## src/cpc_pkg.sv

```systemverilog
// Shared types, constants and helpers of the chromaticity pixel classifier.
package cpc_pkg;

   localparam int NUM_CLASSES    = 6;
   localparam int REFS_PER_CLASS = 2;
   localparam int NUM_GROUPS     = 4;
   localparam int REFS_PER_GROUP = 3;
   localparam int CHROMA_W       = 10;
   localparam int REF_W          = 2 * CHROMA_W;
   localparam int GROUP_W        = REFS_PER_GROUP * REF_W;
   localparam int DIST_W         = 21;
   localparam int CSR_IDX_W      = 3;
   localparam int CSR_DATA_W     = GROUP_W;
   localparam int QUEUE_DEPTH    = 8;
   localparam int LEVEL_W        = $clog2(QUEUE_DEPTH + 1);
   localparam int FRONT_STAGES   = 4;

   localparam logic [CSR_IDX_W-1:0] REG_MIN_BRIGHTNESS = 3'd0;
   localparam logic [CSR_IDX_W-1:0] REG_MIN_REL_SAT    = 3'd1;
   localparam logic [CSR_IDX_W-1:0] REG_REJECT_DIST    = 3'd2;
   localparam logic [CSR_IDX_W-1:0] REG_REF_GROUP_0    = 3'd3;
   localparam logic [CSR_IDX_W-1:0] REG_REF_GROUP_1    = 3'd4;
   localparam logic [CSR_IDX_W-1:0] REG_REF_GROUP_2    = 3'd5;
   localparam logic [CSR_IDX_W-1:0] REG_REF_GROUP_3    = 3'd6;

   localparam logic [1:0] OUT_CLASSIFIED = 2'd0;
   localparam logic [1:0] OUT_DARK       = 2'd1;
   localparam logic [1:0] OUT_UNSAT      = 2'd2;
   localparam logic [1:0] OUT_FAR        = 2'd3;

   typedef struct packed {
      logic [7:0] blue_level;
      logic [7:0] green_level;
      logic [7:0] red_level;
   } req_type;

   typedef struct packed {
      logic              is_colored;
      logic [2:0]        color_index;
      logic [1:0]        outcome;
      logic [DIST_W-1:0] best_dist_sq;
   } rsp_type;

   typedef struct packed {
      logic [7:0]                           min_brightness;
      logic [8:0]                           min_rel_saturation;
      logic [DIST_W-1:0]                    reject_dist_sq;
      logic [NUM_GROUPS-1:0][GROUP_W-1:0]   ref_group;
   } cfg_type;

   // Request after the front end: gating verdict and rg chromaticity.
   typedef struct packed {
      logic [1:0]          gate;
      logic [CHROMA_W-1:0] chroma_r;
      logic [CHROMA_W-1:0] chroma_g;
   } chroma_type;

   function automatic int tree_levels(input int num_refs);
      return (num_refs > 1) ? $clog2(num_refs) : 1;
   endfunction

endpackage

```

## src/cpc_queue.sv

```systemverilog
// Short request queue between the front end and the matching back end.
module cpc_queue (
   input  logic                          clock,
   input  logic                          reset,
   input  logic                          push,
   input  cpc_pkg::chroma_type           push_data,
   output logic                          pop_valid,
   output cpc_pkg::chroma_type           pop_data,
   output logic [cpc_pkg::LEVEL_W-1:0]   level
);

   localparam int PtrW = $clog2(cpc_pkg::QUEUE_DEPTH);

   cpc_pkg::chroma_type           mem_ff [cpc_pkg::QUEUE_DEPTH];
   logic [PtrW-1:0]               wr_ptr_ff;
   logic [PtrW-1:0]               rd_ptr_ff;
   logic [cpc_pkg::LEVEL_W-1:0]   level_ff;
   logic [cpc_pkg::LEVEL_W-1:0]   level_in;
   logic                          pop;

   // The back end never stalls, so any waiting request leaves at once.
   assign pop = level_ff != '0;

   always_comb begin
      level_in = level_ff;
      unique case ({push, pop})
         2'b10:   level_in = level_ff + cpc_pkg::LEVEL_W'(1);
         2'b01:   level_in = level_ff - cpc_pkg::LEVEL_W'(1);
         default: level_in = level_ff;
      endcase
   end

   always_ff @(posedge clock) begin
      if (reset) begin
         wr_ptr_ff <= '0;
         rd_ptr_ff <= '0;
         level_ff  <= '0;
      end else begin
         if (push) wr_ptr_ff <= PtrW'(wr_ptr_ff + 1'b1);
         if (pop) rd_ptr_ff <= PtrW'(rd_ptr_ff + 1'b1);
         level_ff <= level_in;
      end
   end

   always_ff @(posedge clock) begin
      if (push) mem_ff[wr_ptr_ff] <= push_data;
   end

   assign pop_valid = pop;
   assign pop_data  = mem_ff[rd_ptr_ff];
   assign level     = level_ff;

   a_no_overflow: assert property (@(posedge clock) disable iff (reset)
      !(push && (level_ff == cpc_pkg::LEVEL_W'(cpc_pkg::QUEUE_DEPTH))))
      else $error("request pushed into a full queue");

endmodule

```

## config.mk

```make
export PLATFORM = sky130hd
export DESIGN_NAME = cpc_queue
export DESIGN_NICKNAME = d
export VERILOG_FILES = /design/src/cpc_pkg.sv /design/src/cpc_queue.sv
export SDC_FILE = /design/constraint.sdc
export NUM_CORES = 1
export LEC_CHECK = 0
export BUFFER_PORTS_ARGS = -buffer_cell sky130_fd_sc_hd__buf_2
export CORE_MARGIN = 10
export CORE_UTILIZATION = 30
export DETAILED_ROUTE_END_ITERATION = 12
export HOLD_SLACK_MARGIN = 0.08
export MAX_ROUTING_LAYER = met4
export PLACE_DENSITY = 0.47
export SYNTH_ARGS = -nofsm -noshare
export SYNTH_HDL_FRONTEND = slang
export SYNTH_SLANG_ARGS = --single-unit
```

## constraint.sdc

```tcl
create_clock -name clock -period 3.86 [get_ports clock]
set_input_delay 0.579 -clock clock [delete_from_list [all_inputs] [get_ports clock]]
set_output_delay 0.579 -clock clock [all_outputs]
set_load 0.01 [all_outputs]
```

==> results.md <==
- Status: finished clean
- Crit-path leading delay family: multiplexers
- Post-synth EDFFs: 176
- Worst-path maximum fanout: 14
- Setup violations, final: 0
- Layout cells sized above 1: 0.336
- First-pass GRT wire length: 21,900 um
- Core box area: between 20,000 and 25,000 sq um
- DRC: 0
- RSZ-0062 raised after global routing: false
- CTS Buf Count: 17
- Site Rows: 57
- Multi-input logic area: ~1700 sq um
- Fin area: just under 9000 sq um
- LEAKAGE: roughly 2.9 nW
- Area growth from synthesis to layout: 17.8%
- Clock share of power: 0.319
- Pre-antenna DRT Iters: 4
- Reg power frac: 0.460
- Drt wl/cell: about 20 um
- Final period util: 0.772
- Post-synth top cells: edfxtp_1, mux4_1, mux2_2, nor2_1, dfxtp_1
- Dpl hpwl: about 8800 um
- Clk_skew: roughly 0.008 ns
- Worst Setup Start Kind: register
- # fillers: ~2.3k
- Die H: 177 um
- Mapped Cells: 321
- Synth unique cells: 27
- Routed Antenna Nets: 0
- Vias in the first global route: between 3k and 4k
- Place WS: 0.945 ns
- Hold Slack: between 0.4 and 0.5 ns
- Tot Pwr: approximately 5.3 mW
- Critical Path RT: between 3 and 4 ns
- Max Fclk: ~340 MHz
- Synth top area cells: edfxtp_1, mux4_1, dfxtp_1, mux2_2, mux4_2
- Fin crit period: roughly 3.0 ns
- Input/output buffers: just over 50
- Synthesized area: between 7000 and 8000 sq um
- Top Ports: 52
- Setup WS post-layout: between 0.8 and 0.9 ns
- DP Area: slightly above 8000 sq um
- WL final: around 15,000 um
- Critical-path cell list: buf_4, mux4_1, mux2_2, buf_2
- Routability congestion estimate: 0.733
- Clk_lat worst skew: between 0.4 and 0.5 ns
- Post-CTS Hold Fix Bufs: 0
- Switching power: between 1 and 1.5 mW
- Crit-path slowest cell: dfxtp_2
- Int Pwr: slightly below 4 mW
- Largest net degree at the start of global routing: 31
- VDD IR max: about 310 uV
- Worst hold path class: primary input to register
- Placed Instances: between 600 and 700
- Max_slew headroom: 0.503
- CP Class: register to primary output
- Sequential Area: approximately 5500 sq um
- TritonCTS clock tree: built
- Setup crit end kind: primary output
- Sw Ratio: 0.268
- Register area share after synthesis: 0.754
- Hold Violations, Final: 0
- GRT Total Usage: 0.0987
- Clock-pin slew on the worst setup and hold paths: 0.07 ns
- Ys flop type: edfxtp_1
- CTS resizes: 0
- Fin cells: ~730
- TritonCTS Sinks: 189
- Grt ovf: 0
- Synth warn: 0
- Total negative slack: 0 ns
- Comb pwr share: 0.221
- Clock H-tree levels: 4
- Maximum clock path buffer count: 2
- Vias: ~3.3k
- Via-to-Cell Ratio: between 4 and 5
- CTS root buf: clkbuf_16
- Largest stage delay on the critical path: approximately 0.65 ns
- Buf+Inv Stages, Crit Path: 2
- Largest area contributor in the netlist: edfxtp_1
- Critical path arrival: ~2.4 ns
- Post-synth net total: ~350
- Nets@finish: between 400 and 500
- Async S/R FF share, synth: 0
- Antenna violations before repair: 2
- Die area: between 30,000 and 40,000 sq um
- Count leader, synth: edfxtp_1
- Die Wd: around 180 um
- Yosys top cell area share: 0.718
- Synthesis-stage register bit count: roughly 190
- Initial Util: 0.303
- Worst-Margin Slew: approximately 0.75 ns
- Syn_area_per_cell: about 23 sq um
- Post-CTS Setup Inserts: 0
- Fin. max-slew vios: 0
- Initial DRC Count: 206
- Max Cap Violations: 0
- Post-layout util: 0.357
- Power Density: around 610 nW/um^2
## routing by layer
layer | track usage | routed length, um
met1 | 0.114 | 6350
met5 | - | 0
met3 | 0.0309 | 669
met4 | 0.0305 | 154
met2 | 0.162 | 7360
## state kept, by name (all words and copies together), names as in the netlist, named ones only
name	count
mem_ff	176
level	4
rd_ptr_ff	3
wr_ptr_ff	3
## placed cells by master, fill, tap and decap left out, types with 2 or more instances in the layout
cell       instances
diode_2            2
xor2_1             3
dfxtp_1           10
buf_4             11
inv_6              5
nor3_2             2
nand2_1            4
nor2_2             6
a2111oi_0          2
mux2i_1            3
dfxtp_2            3
nor2_1            11
ha_1               4
nand2b_1           3
buf_12             2
a21oi_1            2
mux4_1            38
clkinv_4           4
edfxtp_1         176
xnor2_1            3
mux4_2             6
buf_2             51
mux2_2            23
clkbuf_16         19
## area by class of cell
type | count | share of cell area
Antenna cell | 2 | 0.000577
Multi-Input combinational cell | 116 | 0.201
Inverter | 1 | 0.000433
Timing Repair Buffer | 64 | 0.0436
Tap cell | 324 | 0.0468
Sequential cell | 189 | 0.640
Clock buffer | 21 | 0.0569
Clock inverter | 11 | 0.0110
## power groups by stage
stage / Sequential, mW / Clock, mW / Combinational [mW]
finish: 2.45 / 1.70 / 1.18
global route: 2.47 / 1.83 / 1.31
CTS: 2.46 / 1.74 / 1.22
detailed placement: 2.50 / 0 / 1.21
global placement: 2.49 / 0 / 1.20
floorplan: 2.42 / 0 / 0.888
## cell families (layout without fill, tap and decap cells)
kind of cell | count (synthesis) | count (layout) | synth area share
fa+ha+maj | 5 | 5 | 0.00952
xor+xnor | 6 | 6 | 0.00714
compound gates | 6 | 6 | 0.00544
other cells | 0 | 2 | 0
simple gates | 29 | 29 | 0.0173
flops | 189 | 189 | 0.754
mux | 70 | 70 | 0.193
buf+inv | 16 | 97 | 0.0136
## path summary, 6_finish.rpt
path / depth (start not counted) / endpoint / start / slack, ns
hold reg to reg: 2 / register / rd_ptr_ff[2] / 0.53
setup / recovery: 4 / pop_data[10] / register / 0.88
hold / removal: 1 / mem_ff[6][0] / push_data[0] / 0.42
setup reg to reg: 7 / level[3] / level[1] / 0.94
Note: power is estimated with default switching activity, not from simulation.
