### src/cpc_pkg.sv
// Shared types, constants and helpers of the chromaticity pixel classifier.
package cpc_pkg;

   localparam int NUM_CLASSES    = 6;
   localparam int REFS_PER_CLASS = 2;
   localparam int NUM_GROUPS     = 4;
   localparam int REFS_PER_GROUP = 3;
   localparam int CHROMA_W       = 10;
   localparam int REF_W          = 2 * CHROMA_W;
   localparam int GROUP_W        = REFS_PER_GROUP * REF_W;
   localparam int DIST_W         = 21;
   localparam int CSR_IDX_W      = 3;
   localparam int CSR_DATA_W     = GROUP_W;
   localparam int QUEUE_DEPTH    = 8;
   localparam int LEVEL_W        = $clog2(QUEUE_DEPTH + 1);
   localparam int FRONT_STAGES   = 4;

   localparam logic [CSR_IDX_W-1:0] REG_MIN_BRIGHTNESS = 3'd0;
   localparam logic [CSR_IDX_W-1:0] REG_MIN_REL_SAT    = 3'd1;
   localparam logic [CSR_IDX_W-1:0] REG_REJECT_DIST    = 3'd2;
   localparam logic [CSR_IDX_W-1:0] REG_REF_GROUP_0    = 3'd3;
   localparam logic [CSR_IDX_W-1:0] REG_REF_GROUP_1    = 3'd4;
   localparam logic [CSR_IDX_W-1:0] REG_REF_GROUP_2    = 3'd5;
   localparam logic [CSR_IDX_W-1:0] REG_REF_GROUP_3    = 3'd6;

   localparam logic [1:0] OUT_CLASSIFIED = 2'd0;
   localparam logic [1:0] OUT_DARK       = 2'd1;
   localparam logic [1:0] OUT_UNSAT      = 2'd2;
   localparam logic [1:0] OUT_FAR        = 2'd3;

   typedef struct packed {
      logic [7:0] blue_level;
      logic [7:0] green_level;
      logic [7:0] red_level;
   } req_type;

   typedef struct packed {
      logic              is_colored;
      logic [2:0]        color_index;
      logic [1:0]        outcome;
      logic [DIST_W-1:0] best_dist_sq;
   } rsp_type;

   typedef struct packed {
      logic [7:0]                           min_brightness;
      logic [8:0]                           min_rel_saturation;
      logic [DIST_W-1:0]                    reject_dist_sq;
      logic [NUM_GROUPS-1:0][GROUP_W-1:0]   ref_group;
   } cfg_type;

   // Request after the front end: gating verdict and rg chromaticity.
   typedef struct packed {
      logic [1:0]          gate;
      logic [CHROMA_W-1:0] chroma_r;
      logic [CHROMA_W-1:0] chroma_g;
   } chroma_type;

   function automatic int tree_levels(input int num_refs);
      return (num_refs > 1) ? $clog2(num_refs) : 1;
   endfunction

endpackage

### src/cpc_div.sv
// Two-stage pipelined restoring divider for chroma = channel*1023 / sum.
module cpc_div (
   input  logic                          clock,
   input  logic [17:0]                   num,
   input  logic [9:0]                    den,
   output logic [cpc_pkg::CHROMA_W-1:0]  quot
);

   logic [9:0] rem_a_ff;
   logic [4:0] q_hi_ff;
   logic [4:0] num_lo_ff;
   logic [9:0] den_a_ff;
   logic [9:0] quot_ff;

   logic [14:0] step_a;
   logic [14:0] step_b;

   // Five quotient bits; returns the remainder in the upper ten bits.
   function automatic logic [14:0] div_steps(input logic [9:0] rem, input logic [4:0] bits,
                                             input logic [9:0] d);
      logic [10:0] t;
      logic [9:0]  r;
      logic [4:0]  q;
      r = rem;
      q = '0;
      for (int i = 4; i >= 0; i--) begin
         t = {r, bits[i]};
         if (t >= {1'b0, d}) begin
            r    = 10'(t - {1'b0, d});
            q[i] = 1'b1;
         end else begin
            r = t[9:0];
         end
      end
      return {r, q};
   endfunction

   // The quotient stays below 1024, so the top eight numerator bits are
   // already a valid partial remainder.
   assign step_a = div_steps({2'b00, num[17:10]}, num[9:5], den);
   assign step_b = div_steps(rem_a_ff, num_lo_ff, den_a_ff);

   always_ff @(posedge clock) begin
      rem_a_ff  <= step_a[14:5];
      q_hi_ff   <= step_a[4:0];
      num_lo_ff <= num[4:0];
      den_a_ff  <= den;
      quot_ff   <= {q_hi_ff, step_b[4:0]};
   end

   assign quot = quot_ff;

endmodule

### src/cpc_front.sv
// Front end: brightness and saturation gating and rg chromaticity division.
module cpc_front (
   input  logic                 clock,
   input  logic                 reset,
   input  logic                 in_valid,
   input  cpc_pkg::req_type     in_data,
   input  cpc_pkg::cfg_type     cfg,
   output logic                 out_valid,
   output cpc_pkg::chroma_type  out_data
);

   typedef struct packed {
      logic       valid;
      logic [1:0] gate;
      logic       sum_zero;
   } front_side_type;

   logic             f1_valid_ff;
   cpc_pkg::req_type f1_pix_ff;

   front_side_type   f2_side_ff;
   front_side_type   f3_side_ff;
   front_side_type   f4_side_ff;
   front_side_type   f2_side_in;
   logic [17:0]      num_r_ff;
   logic [17:0]      num_g_ff;
   logic [9:0]       den_ff;

   logic [7:0]       hi;
   logic [7:0]       lo;
   logic [7:0]       spread;
   logic [9:0]       sum;
   logic             dark;
   logic             unsat;
   logic [16:0]      sat_lhs;
   logic [16:0]      sat_rhs;
   logic [cpc_pkg::CHROMA_W-1:0] quot_r;
   logic [cpc_pkg::CHROMA_W-1:0] quot_g;

   always_comb begin
      hi = f1_pix_ff.red_level;
      lo = f1_pix_ff.red_level;
      if (f1_pix_ff.green_level > hi) hi = f1_pix_ff.green_level;
      if (f1_pix_ff.blue_level > hi) hi = f1_pix_ff.blue_level;
      if (f1_pix_ff.green_level < lo) lo = f1_pix_ff.green_level;
      if (f1_pix_ff.blue_level < lo) lo = f1_pix_ff.blue_level;
      spread  = hi - lo;
      sum     = 10'(f1_pix_ff.red_level) + 10'(f1_pix_ff.green_level)
              + 10'(f1_pix_ff.blue_level);
      sat_lhs = {1'b0, spread, 8'h00};
      sat_rhs = 17'(cfg.min_rel_saturation) * 17'(hi);
      dark    = hi < cfg.min_brightness;
      // A black pixel has no saturation at all.
      unsat   = (hi == 8'd0) ? (cfg.min_rel_saturation != 9'd0) : (sat_lhs < sat_rhs);

      f2_side_in.valid    = f1_valid_ff;
      f2_side_in.sum_zero = sum == 10'd0;
      priority if (dark) begin
         f2_side_in.gate = cpc_pkg::OUT_DARK;
      end else if (unsat) begin
         f2_side_in.gate = cpc_pkg::OUT_UNSAT;
      end else begin
         f2_side_in.gate = cpc_pkg::OUT_CLASSIFIED;
      end
   end

   always_ff @(posedge clock) begin
      if (reset) begin
         f1_valid_ff <= 1'b0;
         f2_side_ff  <= '0;
         f3_side_ff  <= '0;
         f4_side_ff  <= '0;
      end else begin
         f1_valid_ff <= in_valid;
         f2_side_ff  <= f2_side_in;
         f3_side_ff  <= f2_side_ff;
         f4_side_ff  <= f3_side_ff;
      end
   end

   always_ff @(posedge clock) begin
      f1_pix_ff <= in_data;
      num_r_ff  <= {f1_pix_ff.red_level, 10'b0} - {10'b0, f1_pix_ff.red_level};
      num_g_ff  <= {f1_pix_ff.green_level, 10'b0} - {10'b0, f1_pix_ff.green_level};
      den_ff    <= sum;
   end

   cpc_div u_div_r (
      .clock (clock),
      .num   (num_r_ff),
      .den   (den_ff),
      .quot  (quot_r)
   );

   cpc_div u_div_g (
      .clock (clock),
      .num   (num_g_ff),
      .den   (den_ff),
      .quot  (quot_g)
   );

   assign out_valid         = f4_side_ff.valid;
   assign out_data.gate     = f4_side_ff.gate;
   assign out_data.chroma_r = f4_side_ff.sum_zero ? '0 : quot_r;
   assign out_data.chroma_g = f4_side_ff.sum_zero ? '0 : quot_g;

endmodule

### config.mk
export PLATFORM = sky130hd
export DESIGN_NAME = cpc_front
export DESIGN_NICKNAME = d
export VERILOG_FILES = /design/src/cpc_pkg.sv /design/src/cpc_div.sv /design/src/cpc_front.sv
export SDC_FILE = /design/constraint.sdc
export NUM_CORES = 1
export LEC_CHECK = 0
export BUFFER_PORTS_ARGS = -buffer_cell sky130_fd_sc_hd__buf_2
export CAP_MARGIN = 20
export CORE_UTILIZATION = 40
export CTS_CLUSTER_DIAMETER = 30
export CTS_CLUSTER_SIZE = 14
export DETAILED_ROUTE_END_ITERATION = 6
export GPL_TIMING_DRIVEN = 0
export PLACE_DENSITY_LB_ADDON = 0.2
export SETUP_SLACK_MARGIN = 0.4
export SYNTH_ARGS = -nofsm -noshare
export SYNTH_HDL_FRONTEND = slang
export SYNTH_HIERARCHICAL = 1
export SYNTH_SLANG_ARGS = --single-unit
### constraint.sdc
create_clock -name clock -period 27.6 [get_ports clock]
set_input_delay 8.28 -clock clock [delete_from_list [all_inputs] [get_ports clock]]
set_output_delay 8.28 -clock clock [all_outputs]
set_load 0.03 [all_outputs]
==> summary.txt <==
Outcome
  – Status: finished with violations
  – Failing checks: DRC

Detailed routing
  – Metal-1 WL: between 20000 and 25000 um
  – Iter 0 DRT Violations: 995
  – Met2 wire len: 24000 um
  – 1st-pass router iterations: 7
  – Final WL: 52100 um
  – Top sig layer: met4
  – Avg WL per Cell: 17.8 um
  – Via-per-instance ratio: 5.52
  – Routed met3 length: 2260 um
  – DR vias: 16153
  – Post-route ant nets: 0
  – DRC viols: 5

Synthesis
  – Gate Count Post-Synth: 2224
  – Adder-cell share of the synthesized area: 0.262
  – Seq/Total Area, Yosys: 0.171
  – Seq cells post-synth: 163
  – Synth cell types: about 100
  – Largest family of logic cells by synthesized area: adder cells
  – Post-synth top flop: dfxtp_1
  – Synth Area in Compound Gates: 0.194
  – Share of the synthesized area in the top cell type: 0.189
  – Syn avg cell area: 8.60 um^2
  – Top post-synthesis cells by count: 289 x ha_1, 224 x inv_1, 163 x dfxtp_1, 135 x a21oi_1, 125 x nor2_1
  – Syn Nets: 2888
  – Most numerous cell in the Yosys netlist: ha_1
  – Mux contribution to synthesized area: 0.0835
  – Cell area after synthesis: 19100 um^2
  – Top cells by area, synth: ha_1 19%, dfxtp_1 17%, fa_1 7.3%
  – Synth area leader: ha_1
  – Xor/xnor cell area share of the yosys netlist: 0.0673
  – Post-synth EDFFs: 0
  – Post-synthesis simple-gate area fraction: 0.166
  – Synth Warn #: 6
  – Fraction of registers with async set/reset: 0

Place
  – Port-buffer cells: 66
  – RePlAce Congestion: ~0.9
  – DP Wirelength: 42000 um

Die
  – Die H: 221 um
  – IO Count: 328
  – Core Region: approximately 47000 um^2
  – FP Rows: 79
  – Initial Utilization: 0.408
  – Die area: about 50000 um^2
  – Die Width: 221 um

STA
  – Slew Viols, Final: 0
  – Tmin final: 13500 ps
  – Max Clk Rate: 74.1 MHz
  – Final period utilization: 0.489
  – Worst slew margin: 0.335
  – Final setup vio count: 0
  – RSZ-0062 raised after global routing: no
  – Worst slew pin tran: 997 ps
  – Setup_tns: 0 ps
  – Clk_skew: 9.63 ps
  – Final Hold Viols: 0

Layout
  – Largest regs: f1_pix_ff x24, num_g_ff x18, num_r_ff x18
  – Biggest register: f1_pix_ff
  – Final nets: 2973
  – Share of layout cells above drive strength 1: 0.115
  – Diode count: 0
  – Area delta synth->final: 8.89%
  – Max reg flops: 24

Worst hold path
  – Hold Path Class: register to register

Global route
  – Via count of the first global-routing pass: 15925
  – GRT overflow: 0
  – All-layer global routing usage: 0.218
  – Initial antenna violation count: 0
  – First-pass GRT wire length: 83200 um
  – Largest net degree at the start of global routing: 17

Setup path
  – CP Cell Sequence: buf_2, nand2_1, fa_1, fa_1, inv_1, fa_1, inv_1, fa_1, inv_1, ha_1, a21boi_0, o21ai_0, a21oi_1, a41o_1, o41ai_1, xor2_1, ha_1, nand3_1, nor4_1, a211o_1, a311oi_2
  – Worst setup SP type: input pin
  – Crit. End Element: register
  – CP max FO: 9
  – CP most frequent cell: fa_1
  – Required @ worst endpoint: 27910 ps
  – R2R Setup Slk: 14670 ps
  – Slowest CP cell: fa_1
  – Critical Path AT: 13810 ps
  – Max incr delay on CP: 550 ps
  – Crit path kind: input pin to register

Clock network
  – Clk slew on worst S/H paths: ~70 ps
  – Clk buf depth: 2
  – Post CTS Setup Buffer Count: 0
  – Root Buffer: clkbuf_16
  – Clk Latency, worst-skew pair: 450 ps
  – TritonCTS clock tree: done
  – Max H-tree Level: 4
  – Clock Sinks: 163
  – Post_cts resized: 0
  – Hold Buf Count CTS: 0
  – CTS Buf Count: 17

Flow run
  – Max-cap viol count: 0
==> routing by layer <==
metal / up-vias / global-route usage
li1: 8102 / -
met1: 7632 / 0.292
met2: 349 / 0.364
met3: 70 / 0.0264
met4: 0 / 0.0648
met5: - / 0
==> cells in the final DEF (no fill, tap or decap), types with 8 or more instances in the layout <==
cell	netlist	final
a31oi_1	19	19
o31a_1	11	11
a21o_1	65	65
o21a_1	44	44
o31ai_1	12	12
o211ai_1	16	16
a211oi_1	18	18
dfxtp_1	163	163
or2_2	12	12
inv_1	224	224
nand3_1	32	32
o21ai_0	120	120
nor3_1	47	47
mux2_1	11	11
xor2_1	38	38
mux2_2	73	73
nor2_1	125	125
or4_1	10	10
mux2i_1	30	30
xnor2_1	109	109
a21boi_0	8	8
clkbuf_1	17	17
or3_1	8	8
nand2_1	104	104
clkbuf_16	0	17
and3_1	12	12
and2_1	74	74
nand2b_1	28	28
a21oi_1	135	135
ha_1	289	289
o21bai_1	12	12
fa_1	70	70
mux2_4	21	21
nor4_1	12	12
nand4_1	35	35
nor2b_1	74	74
buf_2	9	75
==> cell families (layout without fill, tap and decap cells) <==
family	count (synthesis)	in the layout
simple gates	603	603
compound gates	547	547
fa+ha+maj	359	359
buf+inv	268	365
flops	163	163
xor+xnor	147	147
mux	137	137
==> final timing paths <==
check,startpoint,end,depth (start not counted)
worst max-delay path,cfg[261],f2_side_ff[2],21
worst min-delay path,num_r_ff[0],u_div_r/num_lo_ff[0],0
worst max register to register,den_ff[1],u_div_g/rem_a_ff[3],50
worst min register to register,num_r_ff[0],u_div_r/num_lo_ff[0],0
==> cell type report <==
type                       instances  area [um^2]
sequential                       163         3260
inverter                         233          880
clock inverter                    13          171
clock buffer                      18          439
tap                              607          759
buffer                            35          198
fill                            4685        26000
timing repair buffer              66          330
multi-input combinational       1793        14800
==> through the flow <==
| stage | std cells | cell area [um^2] | util | hold WS, ps | setup slack, ps |
|---|---|---|---|---|---|
| after global routing | 2928 | 20800 | 0.445 | 333 | 13730 |
| after detailed placement | 2897 | 20200 | 0.432 | 314 | 13610 |
| final | 2928 | 20800 | 0.445 | 330 | 14100 |
| after CTS | 2928 | 20800 | 0.445 | 331 | 14080 |
| after floorplan | 2224 | 19100 | - | 310 | 14390 |
| after global placement | 2897 | 20200 | 0.432 | 311 | 13650 |
==> critical path, delay by kind of cell <==
family | cells | cell delay [ps]
XOR/XNOR | 1 | 120
AO/OA/AOI/OAI | 7 | 1540
buffers and inverters | 4 | 390
AND/OR/NAND/NOR | 3 | 650
adder cells (fa/ha/maj) | 6 | 2800
Power is left out: the tool's default activity adds up to more than one toggle a clock period on the data nets, which glitch-free logic cannot reach.
